File: src/hdl/plng_pkg.sv
`default_nettype none

package plng_pkg;

	// field and lattice limits
	localparam int IDX_W       = 24;
	localparam int MAX_SIDE    = 256;
	localparam int MAX_DIMS    = 3;
	localparam int DIMS_W      = 2;
	localparam int SIDE_W      = 9;
	localparam int CFG_W       = 9;
	localparam int REG_IDX_W   = 2;
	localparam int AXIS_W      = 2;

	// digit of one coordinate and the divisor that produces it
	localparam int DIG_W       = $clog2(MAX_SIDE);
	localparam int LEFF_W      = DIG_W + 1;

	// divider pipeline: bits retired per stage, stages per coordinate
	localparam int STG_BITS    = 8;
	localparam int STG_PER_DIV = IDX_W / STG_BITS;
	localparam int NSTG        = MAX_DIMS * STG_PER_DIV;

	// powers of the side length and signed neighbour arithmetic
	localparam int POW_W       = IDX_W + 1;
	localparam int ACC_W       = POW_W + 1;
	localparam int POW_IDX_W   = $clog2(MAX_DIMS + 1);

	// result counter and queue
	localparam int CNT_W       = $clog2(2 * MAX_DIMS + 2);
	localparam int QDEPTH      = 4;
	localparam int QPTR_W      = $clog2(QDEPTH);

	typedef enum logic [REG_IDX_W-1:0] {
		REG_NUM_DIMS    = 2'd0,
		REG_SIDE_LENGTH = 2'd1,
		REG_TRIANGULAR  = 2'd2
	} reg_idx_t;

	typedef logic [DIG_W-1:0] digit_t;

	// effective configuration after clamping
	typedef struct packed {
		logic [DIMS_W-1:0] dims;
		logic [LEFF_W-1:0] side;
		logic              tri_en;
	} cfg_t;

	// classified site waiting for the back end
	typedef struct packed {
		logic [IDX_W-1:0]            idx;
		digit_t [MAX_DIMS-1:0]       dig;
		logic                        oor;
		logic                        neg;
	} entry_t;

	typedef struct packed {
		logic [IDX_W-1:0] word;
		digit_t           rem;
	} div_t;

	// restoring division, STG_BITS quotient bits per call
	function automatic div_t div_step(input logic [IDX_W-1:0] word, input digit_t rem,
					  input logic [LEFF_W-1:0] dvs);
		logic [IDX_W-1:0]  w;
		logic [LEFF_W-1:0] r;
		div_t              res;
		w = word;
		r = {1'b0, rem};
		for (int b = 0; b < STG_BITS; b++) begin
			r = {r[DIG_W-1:0], w[IDX_W-1]};
			w = {w[IDX_W-2:0], 1'b0};
			if (r >= dvs) begin
				r    = r - dvs;
				w[0] = 1'b1;
			end
		end
		res.word = w;
		res.rem  = r[DIG_W-1:0];
		return res;
	endfunction

endpackage

`default_nettype wire

File: src/hdl/plng_if.sv
`default_nettype none

// site index channel
interface plng_site_if;
	logic                         valid;
	logic                         ready;
	logic [plng_pkg::IDX_W-1:0]   site_index;

	modport source (output valid, output site_index, input ready);
	modport sink (input valid, input site_index, output ready);
endinterface

// neighbour result channel
interface plng_nbr_if;
	logic                         valid;
	logic                         ready;
	logic [plng_pkg::IDX_W-1:0]   neighbor_index;
	logic [plng_pkg::AXIS_W-1:0]  axis;
	logic                         step_up;
	logic                         diagonal;
	logic                         sign_negative;
	logic                         out_of_range;
	logic                         last;

	modport source (output valid, output neighbor_index, output axis, output step_up,
			output diagonal, output sign_negative, output out_of_range, output last,
			input ready);
	modport sink (input valid, input neighbor_index, input axis, input step_up,
		      input diagonal, input sign_negative, input out_of_range, input last,
		      output ready);
endinterface

`default_nettype wire

File: src/hdl/plng_front.sv
`default_nettype none

module plng_front (
	input  logic                clk,
	input  logic                arst_n,
	plng_site_if.sink           sites,
	input  plng_pkg::cfg_t      cfg,
	input  logic                q_full,
	output logic                push,
	output plng_pkg::entry_t    push_entry
);

	typedef struct packed {
		logic [plng_pkg::IDX_W-1:0]              idx;
		logic [plng_pkg::IDX_W-1:0]              word;
		plng_pkg::digit_t                        rem;
		plng_pkg::digit_t [plng_pkg::MAX_DIMS-1:0] dig;
		logic [plng_pkg::MAX_DIMS-1:0]           qnz;
	} stg_t;

	logic [plng_pkg::NSTG-1:0] vld_s;
	stg_t                      stg_s [plng_pkg::NSTG];
	stg_t                      nxt [plng_pkg::NSTG];
	logic                      en;
	stg_t                      tail;
	logic                      neg;

	// whole pipeline moves unless the finished site cannot enter the queue
	assign en          = !vld_s[plng_pkg::NSTG-1] || !q_full;
	assign sites.ready = en;
	assign push        = vld_s[plng_pkg::NSTG-1] && !q_full;

	// one slice of the coordinate divider per stage
	always_comb begin
		stg_t            cur;
		plng_pkg::div_t  dr;
		for (int s = 0; s < plng_pkg::NSTG; s++) begin
			if (s == 0) begin
				cur.idx  = sites.site_index;
				cur.word = sites.site_index;
				cur.rem  = '0;
				cur.dig  = '0;
				cur.qnz  = '0;
			end else begin
				cur = stg_s[s-1];
			end
			dr          = plng_pkg::div_step(cur.word, cur.rem, cfg.side);
			nxt[s]      = cur;
			nxt[s].word = dr.word;
			nxt[s].rem  = dr.rem;
			// end of one coordinate: keep the remainder, restart on the quotient
			if ((s % plng_pkg::STG_PER_DIV) == plng_pkg::STG_PER_DIV - 1) begin
				nxt[s].dig[s / plng_pkg::STG_PER_DIV] = dr.rem;
				nxt[s].qnz[s / plng_pkg::STG_PER_DIV] = (dr.word != '0);
				nxt[s].rem                            = '0;
			end
		end
	end

	// stage valid bits
	always_ff @(posedge clk or negedge arst_n) begin
		if (!arst_n) begin
			vld_s <= '0;
		end else if (en) begin
			vld_s <= {vld_s[plng_pkg::NSTG-2:0], sites.valid};
		end
	end

	// stage payload
	always_ff @(posedge clk) begin
		if (en) begin
			for (int s = 0; s < plng_pkg::NSTG; s++) begin
				stg_s[s] <= nxt[s];
			end
		end
	end

	// classify: range from the quotient after the last used coordinate, parity of even digits
	assign tail = stg_s[plng_pkg::NSTG-1];

	always_comb begin
		neg = 1'b0;
		for (int j = 0; j < plng_pkg::MAX_DIMS; j++) begin
			if (j < int'(cfg.dims)) begin
				neg = neg ^ ~tail.dig[j][0];
			end
		end
	end

	assign push_entry.idx = tail.idx;
	assign push_entry.dig = tail.dig;
	assign push_entry.oor = tail.qnz[cfg.dims - 2'd1];
	assign push_entry.neg = neg;

endmodule

`default_nettype wire

File: src/hdl/plng_queue.sv
`default_nettype none

module plng_queue (
	input  logic                clk,
	input  logic                arst_n,
	input  logic                push,
	input  plng_pkg::entry_t    push_entry,
	output logic                full,
	input  logic                pop,
	output logic                head_valid,
	output plng_pkg::entry_t    head
);

	plng_pkg::entry_t            mem_q [plng_pkg::QDEPTH];
	logic [plng_pkg::QPTR_W-1:0] wr_ptr_q;
	logic [plng_pkg::QPTR_W-1:0] rd_ptr_q;
	logic [plng_pkg::QPTR_W:0]   cnt_q;

	assign full       = (cnt_q == (plng_pkg::QPTR_W+1)'(plng_pkg::QDEPTH));
	assign head_valid = (cnt_q != '0);
	assign head       = mem_q[rd_ptr_q];

	// pointers and fill level
	always_ff @(posedge clk or negedge arst_n) begin
		if (!arst_n) begin
			wr_ptr_q <= '0;
			rd_ptr_q <= '0;
			cnt_q    <= '0;
		end else begin
			if (push) begin
				wr_ptr_q <= wr_ptr_q + 1'b1;
			end
			if (pop) begin
				rd_ptr_q <= rd_ptr_q + 1'b1;
			end
			if (push && !pop) begin
				cnt_q <= cnt_q + 1'b1;
			end else if (pop && !push) begin
				cnt_q <= cnt_q - 1'b1;
			end
		end
	end

	// entry storage
	always_ff @(posedge clk) begin
		if (push) begin
			mem_q[wr_ptr_q] <= push_entry;
		end
	end

endmodule

`default_nettype wire

File: src/hdl/plng_back.sv
`default_nettype none

module plng_back (
	input  logic                clk,
	input  logic                arst_n,
	input  plng_pkg::cfg_t      cfg,
	input  logic                head_valid,
	input  plng_pkg::entry_t    head,
	output logic                pop,
	plng_nbr_if.source          nbrs
);

	logic [plng_pkg::POW_W-1:0]      pw_q [plng_pkg::MAX_DIMS+1];
	logic [plng_pkg::POW_W-1:0]      wrap_q [plng_pkg::MAX_DIMS];
	logic [plng_pkg::CNT_W-1:0]      k_q;

	logic                            out_vld_q;
	logic [plng_pkg::IDX_W-1:0]      nb_q;
	logic [plng_pkg::AXIS_W-1:0]     axis_q;
	logic                            up_q;
	logic                            diag_q;
	logic                            neg_q;
	logic                            oor_q;
	logic                            last_q;

	logic                            tri2;
	logic [plng_pkg::CNT_W-1:0]      cnt;
	logic [plng_pkg::CNT_W-1:0]      two_d;
	logic                            is_last;
	logic                            is_diag;
	logic                            up;
	logic [plng_pkg::AXIS_W-1:0]     ax;
	logic [plng_pkg::POW_IDX_W-1:0]  ja;
	logic signed [plng_pkg::ACC_W-1:0] ta;
	logic signed [plng_pkg::ACC_W-1:0] tb;
	logic signed [plng_pkg::ACC_W-1:0] sum;
	logic                            load;

	// signed offset from the site to one neighbour along one digit
	function automatic logic signed [plng_pkg::ACC_W-1:0] nb_delta(
		input plng_pkg::digit_t             c,
		input logic                         dir_up,
		input logic [plng_pkg::LEFF_W-1:0]  side,
		input logic [plng_pkg::POW_W-1:0]   pw,
		input logic [plng_pkg::POW_W-1:0]   wrap
	);
		logic                              at_lo;
		logic                              at_hi;
		logic signed [plng_pkg::ACC_W-1:0] sp;
		logic signed [plng_pkg::ACC_W-1:0] sw;
		logic signed [plng_pkg::ACC_W-1:0] res;
		at_lo = (c == '0);
		at_hi = ({1'b0, c} == side - plng_pkg::LEFF_W'(1));
		sp    = $signed({1'b0, pw});
		sw    = $signed({1'b0, wrap});
		if (!dir_up) begin
			res = at_lo ? sw : -sp;
		end else begin
			res = at_hi ? -sw : sp;
		end
		return res;
	endfunction

	// powers of the side length and the wrap distances, rebuilt every cycle
	always_ff @(posedge clk) begin
		pw_q[0] <= plng_pkg::POW_W'(1);
		for (int i = 1; i <= plng_pkg::MAX_DIMS; i++) begin
			pw_q[i] <= plng_pkg::POW_W'(pw_q[i-1] * plng_pkg::POW_W'(cfg.side));
		end
		for (int i = 0; i < plng_pkg::MAX_DIMS; i++) begin
			wrap_q[i] <= pw_q[i+1] - pw_q[i];
		end
	end

	// result sequencing for the site at the queue head
	assign tri2    = cfg.tri_en && (cfg.dims == plng_pkg::DIMS_W'(2));
	assign two_d   = plng_pkg::CNT_W'({cfg.dims, 1'b0});
	assign cnt     = head.oor ? plng_pkg::CNT_W'(1)
			       : two_d + (tri2 ? plng_pkg::CNT_W'(2) : plng_pkg::CNT_W'(0));
	assign is_last = (k_q == cnt - plng_pkg::CNT_W'(1));
	assign is_diag = !head.oor && (k_q >= two_d);
	assign up      = k_q[0];
	assign ax      = plng_pkg::AXIS_W'(k_q >> 1);

	// axis n uses the digit of weight side^(dims-1-n); diagonals use both plane digits
	assign ja = is_diag ? plng_pkg::POW_IDX_W'(1)
			    : plng_pkg::POW_IDX_W'(cfg.dims - ax - plng_pkg::DIMS_W'(1));

	assign ta  = nb_delta(head.dig[ja], up, cfg.side, pw_q[ja], wrap_q[ja]);
	assign tb  = is_diag ? nb_delta(head.dig[0], up, cfg.side, pw_q[0], wrap_q[0]) : '0;
	assign sum = $signed({2'b00, head.idx}) + ta + tb;

	// output register decouples the sequencer from the sink
	assign load = head_valid && (!out_vld_q || nbrs.ready);
	assign pop  = load && is_last;

	always_ff @(posedge clk or negedge arst_n) begin
		if (!arst_n) begin
			out_vld_q <= 1'b0;
			k_q       <= '0;
		end else begin
			if (load) begin
				out_vld_q <= 1'b1;
				k_q       <= is_last ? '0 : k_q + 1'b1;
			end else if (nbrs.ready) begin
				out_vld_q <= 1'b0;
			end
		end
	end

	always_ff @(posedge clk) begin
		if (load) begin
			nb_q   <= head.oor ? '0 : sum[plng_pkg::IDX_W-1:0];
			axis_q <= (head.oor || is_diag) ? '0 : ax;
			up_q   <= !head.oor && up;
			diag_q <= is_diag;
			neg_q  <= !head.oor && head.neg;
			oor_q  <= head.oor;
			last_q <= is_last;
		end
	end

	assign nbrs.valid          = out_vld_q;
	assign nbrs.neighbor_index = nb_q;
	assign nbrs.axis           = axis_q;
	assign nbrs.step_up        = up_q;
	assign nbrs.diagonal       = diag_q;
	assign nbrs.sign_negative  = neg_q;
	assign nbrs.out_of_range   = oor_q;
	assign nbrs.last           = last_q;

endmodule

`default_nettype wire

File: src/hdl/periodic_lattice_neighbor_gen.sv
// path: a site passes 9 divider stages, the first loaded at the transfer, then the queue
//   and the output register before its first result is shown; later results of the same
//   site follow one per cycle while the receiver is ready
// flow: the divider takes a site every cycle unless a full queue holds the pipeline; the
//   sequencer gives 2*dims results per site, +2 if triangular, 1 if out of range (1 to 6)
// reset: asynchronous, clears all handshake and queue state and loads num_dims 2,
//   side_length 4, triangular_mode 0; no clearing pass, sites are taken right after reset
`default_nettype none

module periodic_lattice_neighbor_gen (
	input  logic                           clk,
	input  logic                           arst_n,
	input  logic                           cfg_wr_en,
	input  logic [plng_pkg::REG_IDX_W-1:0] cfg_index,
	input  logic [plng_pkg::CFG_W-1:0]     cfg_wdata,
	plng_site_if.sink                      sites,
	plng_nbr_if.source                     nbrs
);

	logic [plng_pkg::DIMS_W-1:0] dims_q;
	logic [plng_pkg::SIDE_W-1:0] side_q;
	logic                        tri_q;
	plng_pkg::cfg_t              cfg_eff;

	logic                        q_push;
	plng_pkg::entry_t            q_push_entry;
	logic                        q_full;
	logic                        q_pop;
	logic                        q_head_valid;
	plng_pkg::entry_t            q_head;

	// configuration registers
	always_ff @(posedge clk or negedge arst_n) begin
		if (!arst_n) begin
			dims_q <= plng_pkg::DIMS_W'(2);
			side_q <= plng_pkg::SIDE_W'(4);
			tri_q  <= 1'b0;
		end else if (cfg_wr_en) begin
			case (cfg_index)
				plng_pkg::REG_NUM_DIMS: begin
					dims_q <= cfg_wdata[plng_pkg::DIMS_W-1:0];
				end
				plng_pkg::REG_SIDE_LENGTH: begin
					side_q <= cfg_wdata[plng_pkg::SIDE_W-1:0];
				end
				plng_pkg::REG_TRIANGULAR: begin
					tri_q <= cfg_wdata[0];
				end
				default: begin
				end
			endcase
		end
	end

	// clamp to the supported lattice
	always_comb begin
		if (dims_q == '0) begin
			cfg_eff.dims = plng_pkg::DIMS_W'(1);
		end else if (dims_q > plng_pkg::DIMS_W'(plng_pkg::MAX_DIMS)) begin
			cfg_eff.dims = plng_pkg::DIMS_W'(plng_pkg::MAX_DIMS);
		end else begin
			cfg_eff.dims = dims_q;
		end
		if (side_q == '0) begin
			cfg_eff.side = plng_pkg::LEFF_W'(1);
		end else if (side_q > plng_pkg::SIDE_W'(plng_pkg::MAX_SIDE)) begin
			cfg_eff.side = plng_pkg::LEFF_W'(plng_pkg::MAX_SIDE);
		end else begin
			cfg_eff.side = plng_pkg::LEFF_W'(side_q);
		end
		cfg_eff.tri_en = tri_q;
	end

	// coordinate split and range check
	plng_front u_front (
		.clk        (clk),
		.arst_n     (arst_n),
		.sites      (sites),
		.cfg        (cfg_eff),
		.q_full     (q_full),
		.push       (q_push),
		.push_entry (q_push_entry)
	);

	// classified sites between front and back
	plng_queue u_queue (
		.clk        (clk),
		.arst_n     (arst_n),
		.push       (q_push),
		.push_entry (q_push_entry),
		.full       (q_full),
		.pop        (q_pop),
		.head_valid (q_head_valid),
		.head       (q_head)
	);

	// neighbour generation
	plng_back u_back (
		.clk        (clk),
		.arst_n     (arst_n),
		.cfg        (cfg_eff),
		.head_valid (q_head_valid),
		.head       (q_head),
		.pop        (q_pop),
		.nbrs       (nbrs)
	);

	// checks
	a_no_overflow: assert property (@(posedge clk) disable iff (!arst_n)
		q_push |-> !q_full)
		else $error("queue written while full");

	a_pop_nonempty: assert property (@(posedge clk) disable iff (!arst_n)
		q_pop |-> q_head_valid)
		else $error("queue read while empty");

	a_oor_single: assert property (@(posedge clk) disable iff (!arst_n)
		(nbrs.valid && nbrs.out_of_range) |->
			(nbrs.last && (nbrs.neighbor_index == '0) && !nbrs.diagonal))
		else $error("out-of-range result is not a single cleared result");

endmodule

`default_nettype wire

File: src/flat_wrapper.sv
// flat-port wrapper written by rule: the top's interface ports become plain ports
module periodic_lattice_neighbor_gen_flat 
  (clk, arst_n, cfg_wr_en, cfg_index, cfg_wdata, sites_valid, sites_site_index, sites_ready, nbrs_valid, nbrs_neighbor_index, nbrs_axis, nbrs_step_up, nbrs_diagonal, nbrs_sign_negative, nbrs_out_of_range, nbrs_last, nbrs_ready);
  plng_site_if sites_i ();
  plng_nbr_if nbrs_i ();
  input  logic clk;
  input  logic arst_n;
  input  logic cfg_wr_en;
  input  logic [plng_pkg::REG_IDX_W-1:0] cfg_index;
  input  logic [plng_pkg::CFG_W-1:0] cfg_wdata;
  input wire logic [$bits(sites_i.valid)-1:0] sites_valid;
  input wire logic [$bits(sites_i.site_index)-1:0] sites_site_index;
  output wire logic [$bits(sites_i.ready)-1:0] sites_ready;
  output wire logic [$bits(nbrs_i.valid)-1:0] nbrs_valid;
  output wire logic [$bits(nbrs_i.neighbor_index)-1:0] nbrs_neighbor_index;
  output wire logic [$bits(nbrs_i.axis)-1:0] nbrs_axis;
  output wire logic [$bits(nbrs_i.step_up)-1:0] nbrs_step_up;
  output wire logic [$bits(nbrs_i.diagonal)-1:0] nbrs_diagonal;
  output wire logic [$bits(nbrs_i.sign_negative)-1:0] nbrs_sign_negative;
  output wire logic [$bits(nbrs_i.out_of_range)-1:0] nbrs_out_of_range;
  output wire logic [$bits(nbrs_i.last)-1:0] nbrs_last;
  input wire logic [$bits(nbrs_i.ready)-1:0] nbrs_ready;
  assign sites_i.valid = sites_valid;
  assign sites_i.site_index = sites_site_index;
  assign sites_ready = sites_i.ready;
  assign nbrs_valid = nbrs_i.valid;
  assign nbrs_neighbor_index = nbrs_i.neighbor_index;
  assign nbrs_axis = nbrs_i.axis;
  assign nbrs_step_up = nbrs_i.step_up;
  assign nbrs_diagonal = nbrs_i.diagonal;
  assign nbrs_sign_negative = nbrs_i.sign_negative;
  assign nbrs_out_of_range = nbrs_i.out_of_range;
  assign nbrs_last = nbrs_i.last;
  assign nbrs_i.ready = nbrs_ready;
  periodic_lattice_neighbor_gen u_core (.clk(clk), .arst_n(arst_n), .cfg_wr_en(cfg_wr_en), .cfg_index(cfg_index), .cfg_wdata(cfg_wdata), .sites(sites_i), .nbrs(nbrs_i));
endmodule
File: config.mk
export PLATFORM = sky130hd
export DESIGN_NAME = periodic_lattice_neighbor_gen_flat
export DESIGN_NICKNAME = d
export VERILOG_FILES = /design/src/hdl/plng_pkg.sv /design/src/hdl/plng_if.sv /design/src/hdl/plng_front.sv /design/src/hdl/plng_queue.sv /design/src/hdl/plng_back.sv /design/src/hdl/periodic_lattice_neighbor_gen.sv /design/src/flat_wrapper.sv
export SDC_FILE = /design/constraint.sdc
export NUM_CORES = 2
export LEC_CHECK = 0
export BUFFER_PORTS_ARGS = -buffer_cell sky130_fd_sc_hd__buf_2
export CAP_MARGIN = 20
export CELL_PAD_IN_SITES_DETAIL_PLACEMENT = 1
export CELL_PAD_IN_SITES_GLOBAL_PLACEMENT = 2
export CORE_AREA = 2 2 367 514
export CTS_CLUSTER_SIZE = 16
export DETAILED_ROUTE_END_ITERATION = 8
export DIE_AREA = 0 0 369 516
export HOLD_SLACK_MARGIN = 0.12
export PLACE_DENSITY_LB_ADDON = 0.12
export SLEW_MARGIN = 25
export SYNTH_ARGS = -nofsm -noshare
export SYNTH_HDL_FRONTEND = slang
export SYNTH_SLANG_ARGS = --single-unit
File: constraint.sdc
create_clock -name clk -period 40.3 [get_ports clk]
set_input_delay 6.045 -clock clk [delete_from_list [all_inputs] [get_ports clk]]
set_output_delay 6.045 -clock clk [all_outputs]
set_load 0.01 [all_outputs]
# Yosys cells after proc, flatten, opt, wreduce, memory -nomap -nowiden
# Memory sizes are Yosys's and may differ from the RTL's.
# Index checks and enable logic that the tools add are counted.
# classes
add_sub_neg	92
n_mul	3
div	0
n_lt_le_gt_ge	80
n_eq_ne	7
n_shift	0
mux	174
n_bitwise	5
reduce_logical	32
# op_table
cell	n
9-bit greater-or-equal comparator	71
8-bit 2-to-1 mux	73
8-bit subtractor	71
24-bit 2-to-1 mux	7
24-bit negation	4
1-bit 2-to-1 mux	82
25-bit by 9-bit multiplier with 25-bit output	3
25-bit subtractor	3
24-bit nonzero test	3
24-bit adder	2
8-bit by 9-bit == test with 1-bit output	2
9-bit 2-to-1 mux	2
8-bit binary-select mux with 2-bit select	1
8-bit logical NOT	2
3-bit 2-to-1 mux	4
1-bit by 9-bit greater-or-equal comparator with 1-bit output	1
9-bit > comparator (second input constant)	1
1-bit logical AND	9
9-bit logical NOT	1
9-bit by 1-bit subtractor with 9-bit output (second input constant)	1
2-bit 2-to-1 mux	4
1-bit by 8-bit subtractor with 8-bit output	1
3-bit by 1-bit adder with 3-bit output (second input constant)	2
1-bit logical NOT	6
22 further kinds	37
# word_totals
register_bits	63
latch_bits	0
ramBits	1122
romBits	0
in_bits	40
elab_cells	413
memories	4
# memory_table
memory	words	width	rd	rd_ports_with_merged_regs	write_ports	line_no	text
u_core.u_front.stg_s	9	83	9	0	9	plng_front.sv:22	stg_t stg_s [plng_pkg::NSTG];
u_core.u_queue.mem_q	4	50	1	0	1	plng_queue.sv:14	plng_pkg::entry_t mem_q [plng_pkg::QDEPTH];
u_core.u_back.pw_q	4	25	5	0	4	plng_back.sv:13	logic [plng_pkg::POW_W-1:0] pw_q [plng_pkg::MAX_DIMS+1];
u_core.u_back.wrap_q	3	25	2	0	3	plng_back.sv:14	logic [plng_pkg::POW_W-1:0] wrap_q [plng_pkg::MAX_DIMS];

# Depth between registers and ports, before layout
# depth
ltp_word	20
ltp_mapped	90

# Hierarchy
# From an unflattened synthesis, not the netlist that was laid out.
# hier_totals
hier_cells	7264
area_unflattened_um2	74311.3
# modules_own_cells
module	n_inst	cells_per_inst	area_per_inst_um2	seq_area_each_um2
plng_front	1	4748	47757.1	16440.8
plng_back	1	2178	18283.8	3393.3
plng_queue	1	296	7671.1	6180.9
periodic_lattice_neighbor_gen	1	42	599.3	302.8

# Worst setup path before layout
# OpenSTA, ideal clock, no wires.
# synth_path
path_type	input-to-reg
startpoint	in sites_site_index[23]
endpoint	mem u_core.u_front.stg_s[0][28] in the netlist's numbering (data pin)
setup_ns	0.260
arrival_ns	21.274
required_ns	40.040
slack_ns	18.766
stages	71
path_cell_list	inv_1 -> ha_1 -> o21ai_1 -> inv_1 -> nor2_1 -> a21oi_1 -> ha_1 -> nor2b_1 -> o21a_1 -> o21ai_0 -> a211oi_1 -> nor3_1 -> mux2_2 -> inv_1 -> ha_1 -> nor2b_1 -> o21a_1 -> o21ai_0 -> [35 not listed] -> a21boi_0 -> o21ai_0 -> a21oi_1 -> o21ai_0 -> a21oi_1 -> nor2_1 -> mux2i_1 -> ha_1 -> nor2b_1 -> o21ai_0 -> a21boi_0 -> o21ai_0 -> a21boi_0 -> o21a_1 -> o21ai_0 -> nand2_1 -> a21oi_1 -> mux2_2
# synth_lines
item	line_no	text
start, declared	flat_wrapper.sv:12	input wire logic [$bits(sites_i.site_index)-1:0] sites_site_index;
end, declared	plng_front.sv:22	

==> reports/qor.yml <==
status:
  status: "completed"
synthesis:
  synth_cells: 7420
  synth-seq-area-share_pct: 35.6
  syn_area_um2: 74000
  postSynthAreaPerCell_um2: 9.97
  ys.warnings.count: 0
  synth_top_flop_cell: "edfxtp_1"
  synth-edff-count: 771
  synth_nets: 8495
  ys_ff_latch: 921
  synth.distinct_cells: 99
  async_flop_share_pct: 3.47
grt:
  grt_antenna_before_repair: 3
  grt_first_pass_wirelength_um: 356000
  globalRouteTotalUtil_pct: 24.1
  grt_pass1_vias: 60900
  grt.overflow.total: 0
  grt_start_max_net_pins: 89
route:
  postRouteWirelength_um: 229000
  wl_per_cell_um: 22.8
  drt_iter0_markers: 2290
  vias: 56000
  drc: 0
  antenna_left: 0
  dr.pass1.iters: 4
  routed_via_density: 5.56
layout:
  fin_area_um2: 81300
  instances_no_fill: 10100
  area_growth_pct: 9.82
  layout-drive-gt1-share_pct: 9.43
  finalNetCount: 8608
worst_setup_path:
  worstSetupStartpoint: "sites_site_index[23]"
  slowest_stage: "a21oi_1"
  path_class: "in2reg"
  required_ns: 40.78
  r2r_cells: 77
  endpoint_kind: "register"
  r2r_slack_ns: 18.37
  arrival_ns: 24.82
  crit_path_frequent_cell: "o21ai_0"
  timing.rr.start: "u_core.side_q[6]"
  cp-start-kind: "input port"
  timing.rr.end: "u_core.u_front.stg_s[0][112]"
  worstSetupEndpoint: "u_core.u_front.stg_s[0][29]"
  cpPeakStageDelay_ns: 0.80
  crit_fanout: 11
clock_tree:
  cts_sinks: 921
  clock_latency_ns: 0.79
  clkTransAtPathRegs_ns: 0.06
  cts-resized-gates: 0
  clockBufferDepth: 3
  cts_buffers: 100
  postCtsSetupBuffers: 0
  hold_buffers: 0
  h-tree-depth: 3
  cts_tree: "done"
  cts_root_buf: "clkbuf_16"
timing:
  post-route-period-util_pct: 60.4
  finalSetupViolations: 0
  relSlewSlack_pct: 29.8
  fmax_ghz: 0.0411
  fin_skew_ns: 0.0592
  tns_ns: 0
  tightest_slew_ns: 1.04
  hold_ws_ns: 0.384
  hold_viol: 0
  slew_violations: 0
  rsz0062_at_grt: "false"
  period_needed_ns: 24.34
floorplanning:
  initial_core_util_pct: 39.9
  die_area_um2: 190000
  rows: 187
  fp.dieH_um: 516
  core_area_um2: 185000
  die_w_um: 369
  ioPinCount: 73
place:
  placed_area_um2: 77700
  dpl.cell_count: 9887
  dpl.hpwl_um: 176000
  routabilityCongestion: 0.841
  io_buffers: 72
hold_path:
  holdCritPathClass: "reg2reg"
flow_run:
  max_cap_violations: 0
Yosys cell counts (120+ instances only):
| library cell | number | share of area, % |
|---|---|---|
| edfxtp_1 | 771 | 31 |
| ha_1 | 770 | 13 |
| inv_1 | 713 | 3.6 |
| nor2_1 | 600 | 3.0 |
| nand2_1 | 530 | 2.7 |
| o21ai_0 | 406 | 2.7 |
| a21oi_1 | 366 | 2.5 |
| xnor2_1 | 331 | 3.9 |
| fa_1 | 265 | 7.2 |
| mux2_2 | 215 | 3.3 |
| nor2b_1 | 168 | 1.4 |
| nor3_1 | 166 | 1.1 |
| xor2_1 | 138 | 1.6 |
| nand4_1 | 134 | 1.1 |
| a21o_1 | 132 | 1.3 |
| clkbuf_1 | 129 | 0.65 |
| nand3_1 | 124 | 0.84 |
| nand2b_1 | 120 | 1.0 |
sequential cells by signal, summed over array words and instances (netlist names), 2 cells and up:
signal / flops
u_core.u_front.vld_s: 9
u_core.u_back.wrap_q: 65
u_core.dims_q: 2
u_core.u_back.nbrs.axis: 2
u_core.u_queue.rd_ptr_q: 2
u_core.u_queue.cnt_q: 3
u_core.u_queue.mem_q: 200
u_core.u_back.pw_q: 53
u_core.u_back.nbrs.neighbor_index: 24
u_core.u_back.k_q: 3
u_core.u_queue.wr_ptr_q: 2
u_core.side_q: 9
u_core.u_front.stg_s: 540
worst max-delay path: cells and delay by family:
family,cells,cell delay (ns)
compound gates,35,8.29
fa+ha+maj,8,2.52
simple gates,12,3.88
buf+inv,13,2.79
mux,3,1.25
cells in the final DEF, fill, tap and decap left out, types with 47 or more instances in the layout:
master / instances
a211oi_1: 51
a21boi_0: 65
a21o_1: 132
a21oi_1: 365
a31oi_1: 64
buf_2: 72
buf_4: 92
clkbuf_16: 103
dfxtp_1: 118
edfxtp_1: 771
fa_1: 265
ha_1: 769
inv_1: 710
mux2_2: 215
mux2i_1: 104
mux4_2: 48
nand2_1: 526
nand2b_1: 118
nand3_1: 124
nand4_1: 134
nor2_1: 600
nor2b_1: 166
nor3_1: 164
o21a_1: 114
o21ai_0: 406
o31ai_1: 61
or3_1: 47
xnor2_1: 330
xor2_1: 137
layout make-up:
class / count / area (um2)
tap: 2457 / 3070
fill: 20800 / 104000
sequential: 921 / 26300
inverter: 749 / 2830
clock inverter: 71 / 865
clock buffer: 113 / 2660
antenna: 2 / 5.00
multi-input combinational: 5590 / 44300
timing repair buffer: 171 / 1180
through the flow:
step / setup slack [ns] / utilization, %
6_report: 15.96 / 43.9
5_1_grt: 14.24 / 43.9
4_1_cts: 15.46 / 43.8
3_5_place_dp: 14.81 / 41.9
3_3_place_gp: 14.96 / 41.9
2_1_floorplan: 18.77 / -
layer usage:
layer	GRT usage (%)	up-vias	wire length [um]	share of wire [%]
met5	0	-	0	0
met4	7.86	0	7330	3.2
met3	2.05	294	4900	2.1
met2	46.8	637	124000	54
met1	27.3	28100	93100	41
li1	-	26900	-	-
logic make-up (layout without fill, tap and decap cells):
family,Yosys count,in the layout,share of synthesized area (%)
simple gates,2130,2130,14.0
compound gates,1588,1588,13.8
fa+ha+maj,1035,1035,20.2
flops,921,921,35.6
buf+inv,909,1104,4.69
xor+xnor,470,470,5.58
mux,367,367,6.14
other cells,0,2,0
worst min-delay path by stage:
stage	endpoint	cells after the start	from
after floorplan	u_core.u_front.stg_s[0][126]	0	u_core.u_front.stg_s[0][35]
after global placement	u_core.u_front.stg_s[0][146]	0	u_core.u_front.stg_s[0][63]
after detailed placement	u_core.u_front.stg_s[0][378]	0	u_core.u_front.stg_s[0][287]
after CTS	u_core.u_front.stg_s[0][731]	0	u_core.u_front.stg_s[0][648]
after global routing	u_core.u_front.stg_s[0][637]	0	u_core.u_front.stg_s[0][546]
final	u_core.u_front.stg_s[0][730]	0	u_core.u_front.stg_s[0][647]
Power is not shown: default switching activity piles up to over one toggle a cycle in this logic, so the estimate is an artifact.
